`config.mk`:
```
export PLATFORM = sky130hd
export DESIGN_NAME = diff_drive_odometry
export DESIGN_NICKNAME = d
export VERILOG_FILES = /design/src/rtl/core/ddo_pkg.sv /design/src/rtl/core/ddo_mul.sv /design/src/rtl/core/ddo_div.sv /design/src/rtl/core/ddo_cordic.sv /design/src/rtl/core/diff_drive_odometry.sv
export SDC_FILE = /design/constraint.sdc
export NUM_CORES = 2
export LEC_CHECK = 0
export ABC_CLOCK_PERIOD_IN_PS = 21700
export BUFFER_PORTS_ARGS = -buffer_cell sky130_fd_sc_hd__buf_4
export CORE_ASPECT_RATIO = 2
export CORE_MARGIN = 5
export CORE_UTILIZATION = 44
export CTS_CLUSTER_SIZE = 10
export DETAILED_ROUTE_END_ITERATION = 16
export GPL_TIMING_DRIVEN = 0
export PLACE_DENSITY = 0.58
export SYNTH_ARGS = -nofsm -noshare
export SYNTH_HDL_FRONTEND = slang
export SYNTH_HIERARCHICAL = 1
export SYNTH_SLANG_ARGS = --single-unit
```
`constraint.sdc`:
```
create_clock -name clk_i -period 21.7 [get_ports clk_i]
set_input_delay 4.34 -clock clk_i [delete_from_list [all_inputs] [get_ports clk_i]]
set_output_delay 4.34 -clock clk_i [all_outputs]
set_load 0.005 [all_outputs]
```
`src/rtl/core/ddo_pkg.sv`:
```
// ----------------------------------------------------------------------------
// Differential drive odometry package
// Shared constants and the CORDIC arctangent table.
// ----------------------------------------------------------------------------
package ddo_pkg;

  localparam int unsigned CordicSteps = 30;
  localparam int unsigned CordicIterW = 5;
  localparam int unsigned CordicW     = 34;
  localparam logic [31:0] CordicGain  = 32'd652032874;

  localparam int unsigned MulAW = 64;
  localparam int unsigned MulBW = 33;
  localparam int unsigned MulPW = MulAW + MulBW;

  localparam int unsigned DivNW = 66;
  localparam int unsigned DivDW = 32;
  localparam int unsigned DivCntW = 7;

  localparam logic [MulBW-1:0] MsPerSec = 33'd1000;

  function automatic logic [29:0] atan_turn(input logic [CordicIterW-1:0] idx);
    logic [29:0] v;
    unique case (idx)
      5'd0:  v = 30'd536870912;
      5'd1:  v = 30'd316933406;
      5'd2:  v = 30'd167458907;
      5'd3:  v = 30'd85004756;
      5'd4:  v = 30'd42667331;
      5'd5:  v = 30'd21354465;
      5'd6:  v = 30'd10679838;
      5'd7:  v = 30'd5340245;
      5'd8:  v = 30'd2670163;
      5'd9:  v = 30'd1335087;
      5'd10: v = 30'd667544;
      5'd11: v = 30'd333772;
      5'd12: v = 30'd166886;
      5'd13: v = 30'd83443;
      5'd14: v = 30'd41722;
      5'd15: v = 30'd20861;
      5'd16: v = 30'd10430;
      5'd17: v = 30'd5215;
      5'd18: v = 30'd2608;
      5'd19: v = 30'd1304;
      5'd20: v = 30'd652;
      5'd21: v = 30'd326;
      5'd22: v = 30'd163;
      5'd23: v = 30'd81;
      5'd24: v = 30'd41;
      5'd25: v = 30'd20;
      5'd26: v = 30'd10;
      5'd27: v = 30'd5;
      5'd28: v = 30'd3;
      5'd29: v = 30'd1;
      default: v = 30'd0;
    endcase
    return v;
  endfunction

endpackage

```
`src/rtl/core/ddo_mul.sv`:
```
// ----------------------------------------------------------------------------
// Shift-add multiplier
// Unsigned multiply, one multiplier bit per cycle, stops when bits run out.
// ----------------------------------------------------------------------------
module ddo_mul (
  input  logic                        clk_i,
  input  logic                        rst_ni,
  input  logic                        start_i,
  input  logic [ddo_pkg::MulAW-1:0]   a_i,
  input  logic [ddo_pkg::MulBW-1:0]   b_i,
  output logic                        done_o,
  output logic [ddo_pkg::MulPW-1:0]   prod_o
);

  logic                      busy_q;
  logic [ddo_pkg::MulPW-1:0] a_q;
  logic [ddo_pkg::MulBW-1:0] b_q;
  logic [ddo_pkg::MulPW-1:0] acc_q;

  always_ff @(posedge clk_i or negedge rst_ni) begin
    if (!rst_ni) begin
      busy_q <= 1'b0;
    end else if (start_i) begin
      busy_q <= 1'b1;
    end else if (busy_q && (b_q == '0)) begin
      busy_q <= 1'b0;
    end
  end

  always_ff @(posedge clk_i) begin
    if (start_i) begin
      a_q   <= {{ddo_pkg::MulBW{1'b0}}, a_i};
      b_q   <= b_i;
      acc_q <= '0;
    end else if (busy_q && (b_q != '0)) begin
      if (b_q[0]) begin
        acc_q <= acc_q + a_q;
      end
      a_q <= a_q << 1;
      b_q <= b_q >> 1;
    end
  end

  assign done_o = busy_q && (b_q == '0);
  assign prod_o = acc_q;

endmodule

```
`src/rtl/core/ddo_div.sv`:
```
// ----------------------------------------------------------------------------
// Restoring divider
// Unsigned divide, one quotient bit per cycle.
// ----------------------------------------------------------------------------
module ddo_div (
  input  logic                        clk_i,
  input  logic                        rst_ni,
  input  logic                        start_i,
  input  logic [ddo_pkg::DivNW-1:0]   num_i,
  input  logic [ddo_pkg::DivDW-1:0]   den_i,
  output logic                        done_o,
  output logic [ddo_pkg::DivNW-1:0]   quo_o
);

  logic                        busy_q;
  logic [ddo_pkg::DivCntW-1:0] cnt_q;
  logic [ddo_pkg::DivDW-1:0]   rem_q;
  logic [ddo_pkg::DivDW-1:0]   den_q;
  logic [ddo_pkg::DivNW-1:0]   quo_q;
  logic [ddo_pkg::DivDW:0]     trial;
  logic                        fits;

  assign trial = {rem_q, quo_q[ddo_pkg::DivNW-1]};
  assign fits  = trial >= {1'b0, den_q};

  always_ff @(posedge clk_i or negedge rst_ni) begin
    if (!rst_ni) begin
      busy_q <= 1'b0;
      cnt_q  <= '0;
    end else if (start_i) begin
      busy_q <= 1'b1;
      cnt_q  <= ddo_pkg::DivCntW'(ddo_pkg::DivNW);
    end else if (busy_q) begin
      if (cnt_q == '0) begin
        busy_q <= 1'b0;
      end else begin
        cnt_q <= cnt_q - 1'b1;
      end
    end
  end

  always_ff @(posedge clk_i) begin
    if (start_i) begin
      rem_q <= '0;
      den_q <= den_i;
      quo_q <= num_i;
    end else if (busy_q && (cnt_q != '0)) begin
      rem_q <= fits ? ddo_pkg::DivDW'(trial - {1'b0, den_q}) : trial[ddo_pkg::DivDW-1:0];
      quo_q <= {quo_q[ddo_pkg::DivNW-2:0], fits};
    end
  end

  assign done_o = busy_q && (cnt_q == '0);
  assign quo_o  = quo_q;

endmodule

```
`src/rtl/core/ddo_cordic.sv`:
```
// ----------------------------------------------------------------------------
// Iterative CORDIC
// Sine and cosine of a binary angle (2^32 per turn) as Q2.30 magnitudes with signs, one rotation per cycle.
// ----------------------------------------------------------------------------
module ddo_cordic (
  input  logic        clk_i,
  input  logic        rst_ni,
  input  logic        start_i,
  input  logic [31:0] ang_i,
  output logic        done_o,
  output logic [31:0] cos_mag_o,
  output logic        cos_neg_o,
  output logic [31:0] sin_mag_o,
  output logic        sin_neg_o
);

  localparam int unsigned W = ddo_pkg::CordicW;

  logic                            busy_q;
  logic [ddo_pkg::CordicIterW-1:0] idx_q;
  logic signed [W-1:0]             x_q, y_q, z_q;
  logic                            flip_q;
  logic [31:0]                     ang_rot;
  logic                            flip;
  logic signed [W-1:0]             xs, ys, at;
  logic [W-1:0]                    x_abs, y_abs;

  assign flip    = ang_i[31] ^ ang_i[30];
  assign ang_rot = flip ? (ang_i + 32'h8000_0000) : ang_i;
  assign xs      = x_q >>> idx_q;
  assign ys      = y_q >>> idx_q;
  assign at      = signed'({4'b0, ddo_pkg::atan_turn(idx_q)});

  always_ff @(posedge clk_i or negedge rst_ni) begin
    if (!rst_ni) begin
      busy_q <= 1'b0;
      idx_q  <= '0;
    end else if (start_i) begin
      busy_q <= 1'b1;
      idx_q  <= '0;
    end else if (busy_q) begin
      if (idx_q == ddo_pkg::CordicIterW'(ddo_pkg::CordicSteps)) begin
        busy_q <= 1'b0;
      end else begin
        idx_q <= idx_q + 1'b1;
      end
    end
  end

  always_ff @(posedge clk_i) begin
    if (start_i) begin
      x_q    <= signed'({2'b0, ddo_pkg::CordicGain});
      y_q    <= '0;
      z_q    <= signed'({{(W-32){ang_rot[31]}}, ang_rot});
      flip_q <= flip;
    end else if (busy_q && (idx_q != ddo_pkg::CordicIterW'(ddo_pkg::CordicSteps))) begin
      if (!z_q[W-1]) begin
        x_q <= x_q - ys;
        y_q <= y_q + xs;
        z_q <= z_q - at;
      end else begin
        x_q <= x_q + ys;
        y_q <= y_q - xs;
        z_q <= z_q + at;
      end
    end
  end

  assign x_abs     = x_q[W-1] ? W'(-x_q) : W'(x_q);
  assign y_abs     = y_q[W-1] ? W'(-y_q) : W'(y_q);
  assign done_o    = busy_q && (idx_q == ddo_pkg::CordicIterW'(ddo_pkg::CordicSteps));
  assign cos_mag_o = x_abs[31:0];
  assign sin_mag_o = y_abs[31:0];
  assign cos_neg_o = x_q[W-1] ^ flip_q;
  assign sin_neg_o = y_q[W-1] ^ flip_q;

endmodule

```
`src/rtl/core/diff_drive_odometry.sv`:
```
// ----------------------------------------------------------------------------
// Differential drive odometry
// Integrates a planar pose from four wheel encoder counts.
// ----------------------------------------------------------------------------
// A start item, or an update whose time has not moved, passes from acceptance
// through preparation, which raises its result. A full update uses these units:
// - One shared shift-add multiplier runs six products. The multiplier operand
//   has up to 33 significant bits for the travel, 32 for the turn, 31 each for
//   the cosine and sine projections, and 10 for each scaling by 1000.
// - The CORDIC gives the cosine and sine of the midpoint heading.
// - The restoring divider runs one division for each of the two velocities.
// One item is in work at a time, and the next is taken once the result has been
// delivered.
module diff_drive_odometry #(
  parameter int unsigned POSE_FRAC_BITS = 16
) (
  input  logic        clk_i,
  input  logic        rst_ni,
  input  logic        cfg_we_i,
  input  logic        cfg_idx_i,
  input  logic [31:0] cfg_data_i,
  input  logic        in_valid_i,
  output logic        in_ready_o,
  input  logic        cmd_i,
  input  logic [31:0] front_left_count_i,
  input  logic [31:0] rear_left_count_i,
  input  logic [31:0] front_right_count_i,
  input  logic [31:0] rear_right_count_i,
  input  logic [31:0] now_ms_i,
  output logic        out_valid_o,
  input  logic        out_ready_i,
  output logic [31:0] pos_x_o,
  output logic [31:0] pos_y_o,
  output logic [31:0] heading_o,
  output logic [31:0] lin_vel_o,
  output logic [31:0] ang_vel_o,
  output logic        updated_o
);

  localparam int unsigned DlShift = 33 - POSE_FRAC_BITS;
  localparam logic        CfgMetersPerTick = 1'b0;
  localparam logic        CfgAnglePerTick  = 1'b1;

  typedef enum logic [10:0] {
    S_IDLE   = 11'b000_0000_0001,
    S_PREP   = 11'b000_0000_0010,
    S_MUL_DL = 11'b000_0000_0100,
    S_MUL_TH = 11'b000_0000_1000,
    S_CORDIC = 11'b000_0001_0000,
    S_MUL_X  = 11'b000_0010_0000,
    S_MUL_Y  = 11'b000_0100_0000,
    S_MUL_V  = 11'b000_1000_0000,
    S_DIV_V  = 11'b001_0000_0000,
    S_MUL_W  = 11'b010_0000_0000,
    S_DIV_W  = 11'b100_0000_0000
  } state_e;

  state_e state_q, state_d;
  logic   kick_q;
  logic   out_valid_q;
  logic   updated_q;

  logic [31:0] mpt_q, apt_q;
  logic [31:0] last_left_q, last_right_q, last_time_q;
  logic [31:0] x_q, y_q, theta_q, vel_q, omega_q;

  logic        cmd_q;
  logic [31:0] left_q, right_q, now_q;
  logic        sum_neg_q, diff_neg_q;
  logic [32:0] sum_mag_q, diff_mag_q;
  logic [31:0] dt_q;
  logic [63:0] dl_m_q, th_m_q;

  logic        in_fire, out_fire;
  logic [32:0] fl_sum, fr_sum;
  logic [32:0] left_avg, right_avg;
  logic [31:0] dl, dr, dt;
  logic [32:0] dsum, ddiff;
  logic [31:0] h32, th32;

  logic                         mul_start, mul_done;
  logic [ddo_pkg::MulAW-1:0]    mul_a;
  logic [ddo_pkg::MulBW-1:0]    mul_b;
  logic [ddo_pkg::MulPW-1:0]    mul_p;
  logic                         div_start, div_done;
  logic [ddo_pkg::DivNW-1:0]    div_q;
  logic                         cor_start, cor_done;
  logic [31:0]                  cos_mag, sin_mag;
  logic                         cos_neg, sin_neg;
  logic [55:0]                  term;

  function automatic logic [31:0] sat_acc(input logic [31:0] acc, input logic neg,
                                          input logic [55:0] t);
    logic signed [57:0] a;
    logic signed [57:0] b;
    logic signed [57:0] s;
    logic [31:0]        r;
    a = signed'({{26{acc[31]}}, acc});
    b = signed'({2'b0, t});
    s = neg ? (a - b) : (a + b);
    if (s > 58'sd2147483647) begin
      r = 32'h7FFF_FFFF;
    end else if (s < -58'sd2147483648) begin
      r = 32'h8000_0000;
    end else begin
      r = s[31:0];
    end
    return r;
  endfunction

  function automatic logic [31:0] sat_rate(input logic [65:0] q, input logic neg);
    logic        big;
    logic [31:0] r;
    big = |q[65:31];
    if (neg) begin
      r = big ? 32'h8000_0000 : (32'd0 - q[31:0]);
    end else begin
      r = big ? 32'h7FFF_FFFF : q[31:0];
    end
    return r;
  endfunction

  assign in_fire    = in_valid_i && in_ready_o;
  assign out_fire   = out_valid_q && out_ready_i;
  assign in_ready_o = (state_q == S_IDLE) && !out_valid_q;

  assign fl_sum    = {front_left_count_i[31], front_left_count_i}
                   + {rear_left_count_i[31], rear_left_count_i};
  assign fr_sum    = {front_right_count_i[31], front_right_count_i}
                   + {rear_right_count_i[31], rear_right_count_i};
  assign left_avg  = 33'($signed(fl_sum + {32'd0, fl_sum[32]}) >>> 1);
  assign right_avg = 33'($signed(fr_sum + {32'd0, fr_sum[32]}) >>> 1);

  assign dl    = left_q - last_left_q;
  assign dr    = right_q - last_right_q;
  assign dt    = now_q - last_time_q;
  assign dsum  = {dl[31], dl} + {dr[31], dr};
  assign ddiff = {dr[31], dr} - {dl[31], dl};

  assign h32  = diff_neg_q ? (32'd0 - th_m_q[32:1]) : th_m_q[32:1];
  assign th32 = diff_neg_q ? (32'd0 - th_m_q[31:0]) : th_m_q[31:0];
  assign term = mul_p[85:30];

  always_comb begin
    unique case (state_q)
      S_MUL_DL: begin
        mul_a = {32'd0, mpt_q};
        mul_b = sum_mag_q;
      end
      S_MUL_TH: begin
        mul_a = {32'd0, apt_q};
        mul_b = diff_mag_q;
      end
      S_MUL_X: begin
        mul_a = dl_m_q;
        mul_b = {1'b0, cos_mag};
      end
      S_MUL_Y: begin
        mul_a = dl_m_q;
        mul_b = {1'b0, sin_mag};
      end
      S_MUL_W: begin
        mul_a = {16'd0, th_m_q[63:16]};
        mul_b = ddo_pkg::MsPerSec;
      end
      default: begin
        mul_a = dl_m_q;
        mul_b = ddo_pkg::MsPerSec;
      end
    endcase
  end

  assign mul_start = kick_q && ((state_q == S_MUL_DL) || (state_q == S_MUL_TH) ||
                                (state_q == S_MUL_X) || (state_q == S_MUL_Y) ||
                                (state_q == S_MUL_V) || (state_q == S_MUL_W));
  assign div_start = kick_q && ((state_q == S_DIV_V) || (state_q == S_DIV_W));
  assign cor_start = kick_q && (state_q == S_CORDIC);

  ddo_mul u_mul (
    .clk_i   (clk_i),
    .rst_ni  (rst_ni),
    .start_i (mul_start),
    .a_i     (mul_a),
    .b_i     (mul_b),
    .done_o  (mul_done),
    .prod_o  (mul_p)
  );

  ddo_div u_div (
    .clk_i   (clk_i),
    .rst_ni  (rst_ni),
    .start_i (div_start),
    .num_i   (mul_p[ddo_pkg::DivNW-1:0]),
    .den_i   (dt_q),
    .done_o  (div_done),
    .quo_o   (div_q)
  );

  ddo_cordic u_cordic (
    .clk_i     (clk_i),
    .rst_ni    (rst_ni),
    .start_i   (cor_start),
    .ang_i     (theta_q + h32),
    .done_o    (cor_done),
    .cos_mag_o (cos_mag),
    .cos_neg_o (cos_neg),
    .sin_mag_o (sin_mag),
    .sin_neg_o (sin_neg)
  );

  always_comb begin
    state_d = state_q;
    unique case (state_q)
      S_IDLE:   if (in_fire) state_d = S_PREP;
      S_PREP: begin
        if (cmd_q && (dt != '0)) begin
          state_d = S_MUL_DL;
        end else begin
          state_d = S_IDLE;
        end
      end
      S_MUL_DL: if (mul_done && !kick_q) state_d = S_MUL_TH;
      S_MUL_TH: if (mul_done && !kick_q) state_d = S_CORDIC;
      S_CORDIC: if (cor_done) state_d = S_MUL_X;
      S_MUL_X:  if (mul_done && !kick_q) state_d = S_MUL_Y;
      S_MUL_Y:  if (mul_done && !kick_q) state_d = S_MUL_V;
      S_MUL_V:  if (mul_done && !kick_q) state_d = S_DIV_V;
      S_DIV_V:  if (div_done) state_d = S_MUL_W;
      S_MUL_W:  if (mul_done && !kick_q) state_d = S_DIV_W;
      S_DIV_W:  if (div_done) state_d = S_IDLE;
      default:  state_d = S_IDLE;
    endcase
  end

  always_ff @(posedge clk_i or negedge rst_ni) begin
    if (!rst_ni) begin
      state_q      <= S_IDLE;
      kick_q       <= 1'b0;
      out_valid_q  <= 1'b0;
      updated_q    <= 1'b0;
      mpt_q        <= 32'd809585;
      apt_q        <= 32'd644000;
      last_left_q  <= '0;
      last_right_q <= '0;
      last_time_q  <= '0;
      x_q          <= '0;
      y_q          <= '0;
      theta_q      <= '0;
      vel_q        <= '0;
      omega_q      <= '0;
    end else begin
      state_q <= state_d;
      kick_q  <= (state_d != state_q);
      if (cfg_we_i) begin
        unique case (cfg_idx_i)
          CfgMetersPerTick: mpt_q <= cfg_data_i;
          CfgAnglePerTick:  apt_q <= cfg_data_i;
          default:          mpt_q <= mpt_q;
        endcase
      end
      if (out_fire) begin
        out_valid_q <= 1'b0;
      end
      if (state_q == S_PREP) begin
        if (!cmd_q) begin
          last_left_q  <= left_q;
          last_right_q <= right_q;
          last_time_q  <= now_q;
        end
        if (!cmd_q || (dt == '0)) begin
          updated_q   <= 1'b0;
          out_valid_q <= 1'b1;
        end
      end
      if ((state_q == S_MUL_X) && mul_done && !kick_q) begin
        x_q <= sat_acc(x_q, sum_neg_q ^ cos_neg, term);
      end
      if ((state_q == S_MUL_Y) && mul_done && !kick_q) begin
        y_q <= sat_acc(y_q, sum_neg_q ^ sin_neg, term);
      end
      if ((state_q == S_DIV_V) && div_done) begin
        vel_q <= sat_rate(div_q, sum_neg_q);
      end
      if ((state_q == S_DIV_W) && div_done) begin
        omega_q      <= sat_rate(div_q, diff_neg_q);
        theta_q      <= theta_q + th32;
        last_left_q  <= left_q;
        last_right_q <= right_q;
        last_time_q  <= now_q;
        updated_q    <= 1'b1;
        out_valid_q  <= 1'b1;
      end
    end
  end

  always_ff @(posedge clk_i) begin
    if (in_fire) begin
      cmd_q   <= cmd_i;
      left_q  <= left_avg[31:0];
      right_q <= right_avg[31:0];
      now_q   <= now_ms_i;
    end
    if (state_q == S_PREP) begin
      sum_neg_q  <= dsum[32];
      sum_mag_q  <= dsum[32] ? (33'd0 - dsum) : dsum;
      diff_neg_q <= ddiff[32];
      diff_mag_q <= ddiff[32] ? (33'd0 - ddiff) : ddiff;
      dt_q       <= dt;
    end
    if ((state_q == S_MUL_DL) && mul_done && !kick_q) begin
      dl_m_q <= 64'(mul_p >> DlShift);
    end
    if ((state_q == S_MUL_TH) && mul_done && !kick_q) begin
      th_m_q <= mul_p[63:0];
    end
  end

  assign out_valid_o = out_valid_q;
  assign pos_x_o     = x_q;
  assign pos_y_o     = y_q;
  assign heading_o   = theta_q;
  assign lin_vel_o   = vel_q;
  assign ang_vel_o   = omega_q;
  assign updated_o   = updated_q;

  a_out_only_idle: assert property (@(posedge clk_i) disable iff (!rst_ni)
    out_valid_q |-> (state_q == S_IDLE))
    else $error("Result is pending while an item is still in work.");

  a_accept_to_prep: assert property (@(posedge clk_i) disable iff (!rst_ni)
    in_fire |=> ((state_q == S_PREP) && !out_valid_q))
    else $error("Accepted item did not enter preparation.");

  a_prep_branch: assert property (@(posedge clk_i) disable iff (!rst_ni)
    (state_q == S_PREP) |=> ((state_q == S_IDLE) || (state_q == S_MUL_DL)))
    else $error("Preparation left to an unexpected step.");

  a_result_source: assert property (@(posedge clk_i) disable iff (!rst_ni)
    $rose(out_valid_q) |-> ($past(state_q == S_PREP) || $past(state_q == S_DIV_W)))
    else $error("Result raised outside preparation or final division.");

endmodule

```
# Yosys cells after proc, flatten, opt, wreduce, memory -nomap -nowiden
# Memory sizes are Yosys's and may differ from the RTL's.
# Cells that the tools add are included.
totals:
  ff_bits: 1134
  rom_bits: 960
  in_bits: 199
  word_cells: 236
  n_memories: 1
mem_list:
  columns: ["memory", "depth", "width", "rd", "rd_clocked_by_memory_dff", "wr", "line", "rtl"]
  rows:
  - ["(no name shown)", 32, 30, 1, 0, 0, "ddo_pkg.sv:24", "unique case (idx)"]
classes:
  n_addsub: 33
  magnitude_cmp: 5
  eq_ne: 17
  n_shift: 2
  n_mux: 73
  n_bitwise: 6
  reduce_logical: 56
op_table:
  columns: ["op", "count"]
  rows:
  - ["$mux 32", 25]
  - ["$pmux 64 s3", 1]
  - ["$mux 34", 5]
  - ["$mux 66", 2]
  - ["$pmux 33 s4", 1]
  - ["$mux 64", 2]
  - ["$sub 32x32->32", 4]
  - ["$pmux 11 s11", 1]
  - ["$add 32x57->58", 2]
  - ["$gt 58x32->1 const B", 2]
  - ["$lt 58x32->1 const B", 2]
  - ["$mux 58", 2]
  - ["$sub 32x57->58", 2]
  - ["$mux 11", 10]
  - ["$add 32x32->33", 3]
  - ["$add 97x97->97", 1]
  - ["$sub 1x32->32 const A", 3]
  - ["$add 34x34->34", 2]
  - ["$sshr 34x5->34", 2]
  - ["$sub 34x34->34", 2]
  - ["$add 33x1->33", 2]
  - ["$mux 33", 2]
  - ["$sub 1x33->33 const A", 2]
  - ["$add 32x32->32", 2]
  - ["other kinds (42)", 110]

# Logic depth before layout (Yosys ltp)
logic_depth:
  depth_word: 8
  depth_mapped: 31
  depth_no_buf: 29

# Hierarchy
# The synthesis kept the hierarchy.
modules_own_cells:
  columns: ["mod", "n_inst", "cells_each", "area_each_um2", "seq_area_each_um2"]
  rows:
  - ["diff_drive_odometry", 1, 6002, 52437.8, 18112.4]
  - ["ddo_cordic", 1, 2284, 17830.9, 2562.5]
  - ["ddo_mul", 1, 1699, 14599.0, 5540.3]
  - ["ddo_div", 1, 653, 7304.5, 3783.6]

# Worst setup path after synthesis
# No wires, ideal clock.
synth_path:
  path_type: "input port to flip-flop"
  startpoint: "input port in_valid_i"
  endpoint: "register cmd_q, enable pin"
  setup_ns: 0.694
  t_arrival_ns: 11.355
  t_required_ns: 21.006
  slack_ns: 9.651
  stages: 1
  n_path_buf: 0
  path_cell_list: "nor3b_1"
synth_between:
  elab_chain_len: 1
synth_lines:
  columns: ["item", "line", "rtl"]
  rows:
  - ["start, declared", "diff_drive_odometry.sv:22", "input logic in_valid_i,"]
  - ["$logic_and 1x1->1", "diff_drive_odometry.sv:123", "assign in_fire = in_valid_i && in_ready_o;"]
  - ["end signal, assigned", "diff_drive_odometry.sv:298", "cmd_q <= cmd_i;"]
  - ["end, declared", "diff_drive_odometry.sv:67", "logic cmd_q;"]
# Every way passes these cells.
# A chain may end at the register's enable or synchronous reset.

# Worst setup path in the final report
layout_path:
  startpoint: "register u_cordic.x_q[33]"
  endpoint: "register x_q[0], in the netlist pos_x_o[0]"
layout_between:
  elab_chain_len: 6
  elab_cells_between_ends: 7
layout_lines:
  columns: ["item", "line", "rtl"]
  rows:
  - ["start, declared", "ddo_cordic.sv:21", "logic signed [W-1:0] x_q, y_q, z_q;"]
  - ["start signal, assigned", "ddo_cordic.sv:52", "x_q <= signed'({2'b0, ddo_pkg::CordicGain});"]
  - ["start signal, assigned", "ddo_cordic.sv:58", "x_q <= x_q - ys;"]
  - ["start signal, assigned", "ddo_cordic.sv:62", "x_q <= x_q + ys;"]
  - ["$xor 1x1->1 *", "ddo_cordic.sv:74", "assign cos_neg_o = x_q[W-1] ^ flip_q;"]
  - ["via cos_neg", "diff_drive_odometry.sv:89", "logic cos_neg, sin_neg;"]
  - ["$xor 1x1->1 *", "diff_drive_odometry.sv:276", "x_q <= sat_acc(x_q, sum_neg_q ^ cos_neg, term);"]
  - ["$mux 58 *", "diff_drive_odometry.sv:100", "s = neg ? (a - b) : (a + b);"]
  - ["$lt 58x32->1", "diff_drive_odometry.sv:103", "end else if (s < -58'sd2147483648) begin"]
  - ["$mux 32", "diff_drive_odometry.sv:103", null]
  - ["$mux 32 *", "diff_drive_odometry.sv:101", "if (s > 58'sd2147483647) begin"]
  - ["end signal, assigned", "diff_drive_odometry.sv:276", null]
  - ["end, declared", "diff_drive_odometry.sv:65", "logic [31:0] x_q, y_q, theta_q, vel_q, omega_q;"]
# The timed path passes the listed nets; every way through them passes the cells marked *.

==> results.md <==
* Num CTS Buffers at 141
* Largest net degree at the start of global routing at 111
* Antenna violations before repair at 20
* RSZ-0062 raised after global routing: no
* Top cell by count, worst path: clkbuf_1
* Gr ovfl total at 0
* GRT Util Overall at 34.73%
* Worst hold start: dt_q[7]
* CTS Sinks at 1,111
* Power per cell area at 154.9 mW/mm2
* Most common cell after layout, fill and taps aside: nand2_1
* Post-synthesis instance total at 10.45k
* Sw frac at 48.57%
* Worst-path cell chain: clkbuf_1, clkbuf_1, buf_4, clkbuf_1, xor2_1, xor2_1, clkbuf_1, nor2_1, xnor2_1, ha_1, a211oi_1, o21ai_0, a21oi_1, a31oi_1, a211oi_2, a211oi_1, o31a_1, or3_1, a2111oi_0, nand2b_1, nor4_1, o2bb2ai_1, clkbuf_1, a22oi_1
* Max incr delay on CP at 0.81 ns
* Sequential cell area at 0.02956 mm2
* Relative slew slack at -3.837%
* Core ar. at 0.2049 mm2
* FF-to-FF Start: u_cordic/x_q[33]
* Drt via density at 6.117
* Max-Cap Viols at 2
* Placed insts at 13.57k
* Fraction of layout cells with a size suffix above 1 at 11.02%
* Register-to-Register Path Depth at 24
* Starting Density at 44.26%
* Post-layout min period at 10.50 ns
* CTS tree: built
* Postcts setup bufs at 0
* I/O Pins at 362
* Cts repair resizes at 0
* First-pass GRT wire length at 557.6 mm
* Area of the multi-input gates at 0.05721 mm2
* Final hold violations at 0
* Drt wl/cell at 28.16 um
* Area grow syn2layout at 11.93%
* Levels on crit path at 24
* Critical path arrival at 11.12 ns
* Power share of the clock group at 14.1%
* HP Class: flip-flop to flip-flop
* Final Max Slew Viols at 3
* Final ANT Viol Nets at 0
* Chip width at 331.1 um
* Violations in the final reports: capacitance limit, slew limit
* Leak at 41.79 nW
* Worst hold path endpoint: u_div/den_q[7]
* FF-to-FF setup slack at 11.20 ns
* Peak supply drop at 0.1800 mV
* Hold depth at 0
* Most frequent cells in the layout: nand2_1, a21oi_1, nor2_1
* Port Buffers at 361
* Fmax at 0.09519 GHz
* Delay-heaviest family, CP: compound AO/OA/AOI/OAI gates
* Yosys warns at 6
* Final setup fails at 0
* DR iter-0 viols at 6,780
* Total number of vias at 84.52k
* Mean post-synth cell area at 8.681 um2
* Layout fillers at 19.80k
* Crit path capture type: flip-flop
* Die Span Y at 652.1 um
* Slowest-stage cell, CP: xor2_1
* Drt first pass iters at 7
* Cts hold-fix bufs at 0
* Total Wirelength at 389.1 mm
* Fin Setup TNS at 0 ns
* H-tree depth at 4
* Gpl congestion at 1.046
* Startpoint types: flip-flop
* Clock latency on the worst-skew pair at 0.84 ns
* Crit-path max FO at 10
* Fin crit share at 48.41%
* Comb pwr share at 63.2%
* Pint at 8.089 mW
* CTS Buffer Depth at 4
* Sequential power share at 22.7%
* Final non-filler cell total at 13.82k
* CTS root buffer: clkbuf_16
* Vias in the first global route at 84.96k
* Buf/Inv on CP at 6
* Worst slew pin tran at 1.546 ns
* Row cnt at 235
* Mapped Nets at 11.30k
* # DRC at 0
* P_sw at 7.639 mW
* Clk slew on worst S/H paths at 0.07 ns
* Worst Path Required at 22.31 ns
* Mapped cell area at 0.09072 mm2
* WS Path Type: flip-flop to flip-flop
* Status: finished with violations
* Detail Placement HPWL at 315.3 mm
* Nets@finish at 11.84k
* Clock skew at 0.09168 ns
* Die area at 0.2159 mm2
* Worst R2R End: pos_x_o[0]
metal layers:
layer	up-vias	part of all wire [%]	global-route usage (%)
met5	-	0.028	0
met1	40820	33	33.11
met4	18	11	29.04
li1	39100	-	-
met3	1308	5.8	6.629
met2	3275	51	63.45
power groups by stage:
stage,combinational (mW),sequential [mW],clock [mW]
after floorplan,7.35,3.34,0
after global placement,9.63,3.63,0
after detailed placement,9.82,3.61,0
after CTS,9.87,3.57,2.26
after global routing,10.9,3.59,2.34
final,9.94,3.57,2.22
state kept, by name (all words and copies together), names as in the netlist, 33 cells and up:
signal	count
u_div/quo_o	66
u_mul/a_q	86
th_m_q	64
u_cordic/z_q	34
u_cordic/y_q	34
sum_mag_q	33
u_mul/b_q	33
u_mul/prod_o	86
dl_m_q	64
u_cordic/x_q	34
stage by stage:
stage | cell area, um2 | power [mW] | setup slack (ns) | utilization, % | hold WS [ns]
detailed placement | 97360 | 13.43 | 11.57 | 47.51 | 0.4065
finish | 101500 | 15.73 | 11.20 | 49.54 | 0.3997
CTS | 101500 | 15.70 | 11.49 | 49.53 | 0.3818
floorplan | 90720 | 10.69 | 9.651 | - | 0.4003
global route | 101500 | 16.84 | 10.91 | 49.54 | 0.3969
global placement | 96840 | 13.26 | 6.187 | 47.25 | 0.4031
worst max-delay path by stage:
stage          slack [ns]    endpoint        startpoint
5_1_grt             10.91  pos_x_o[0]  u_cordic/x_q[33]
6_report            11.20  pos_x_o[0]  u_cordic/x_q[33]
3_5_place_dp        11.57  pos_x_o[4]  u_cordic/x_q[33]
3_3_place_gp         6.19  right_q[1]        in_valid_i
2_1_floorplan        9.65       cmd_q        in_valid_i
4_1_cts             11.49  pos_x_o[4]  u_cordic/x_q[33]
final cells by class:
cell class                      instances  share of cell area [%]
Buffer                                541                   2.297
Clock buffer                          234                   3.951
Sequential cell                      1111                   29.11
Antenna cell                            5                 0.01232
Multi-Input combinational cell       8356                   56.35
Inverter                              442                   1.641
Timing Repair Buffer                  393                   3.157
Tap cell                             2725                   3.358
Clock inverter                         10                  0.1282
worst register-to-register path: stages, from the launching register on:
cell and delay, ns:
dfxtp_1 0.48, clkbuf_1 0.55, clkbuf_1 0.53, buf_4 0.37, clkbuf_1 0.80, xor2_1 0.34, xor2_1 0.81, clkbuf_1 0.61
nor2_1 0.12, xnor2_1 0.16, ha_1 0.37, a211oi_1 0.46, o21ai_0 0.19, a21oi_1 0.52, a31oi_1 0.34, a211oi_2 0.63
a211oi_1 0.31, o31a_1 0.32, or3_1 0.34, a2111oi_0 0.47, nand2b_1 0.16, nor4_1 0.30, o2bb2ai_1 0.51, clkbuf_1 0.51
a22oi_1 0.14
(Power assumes the default switching activity.)
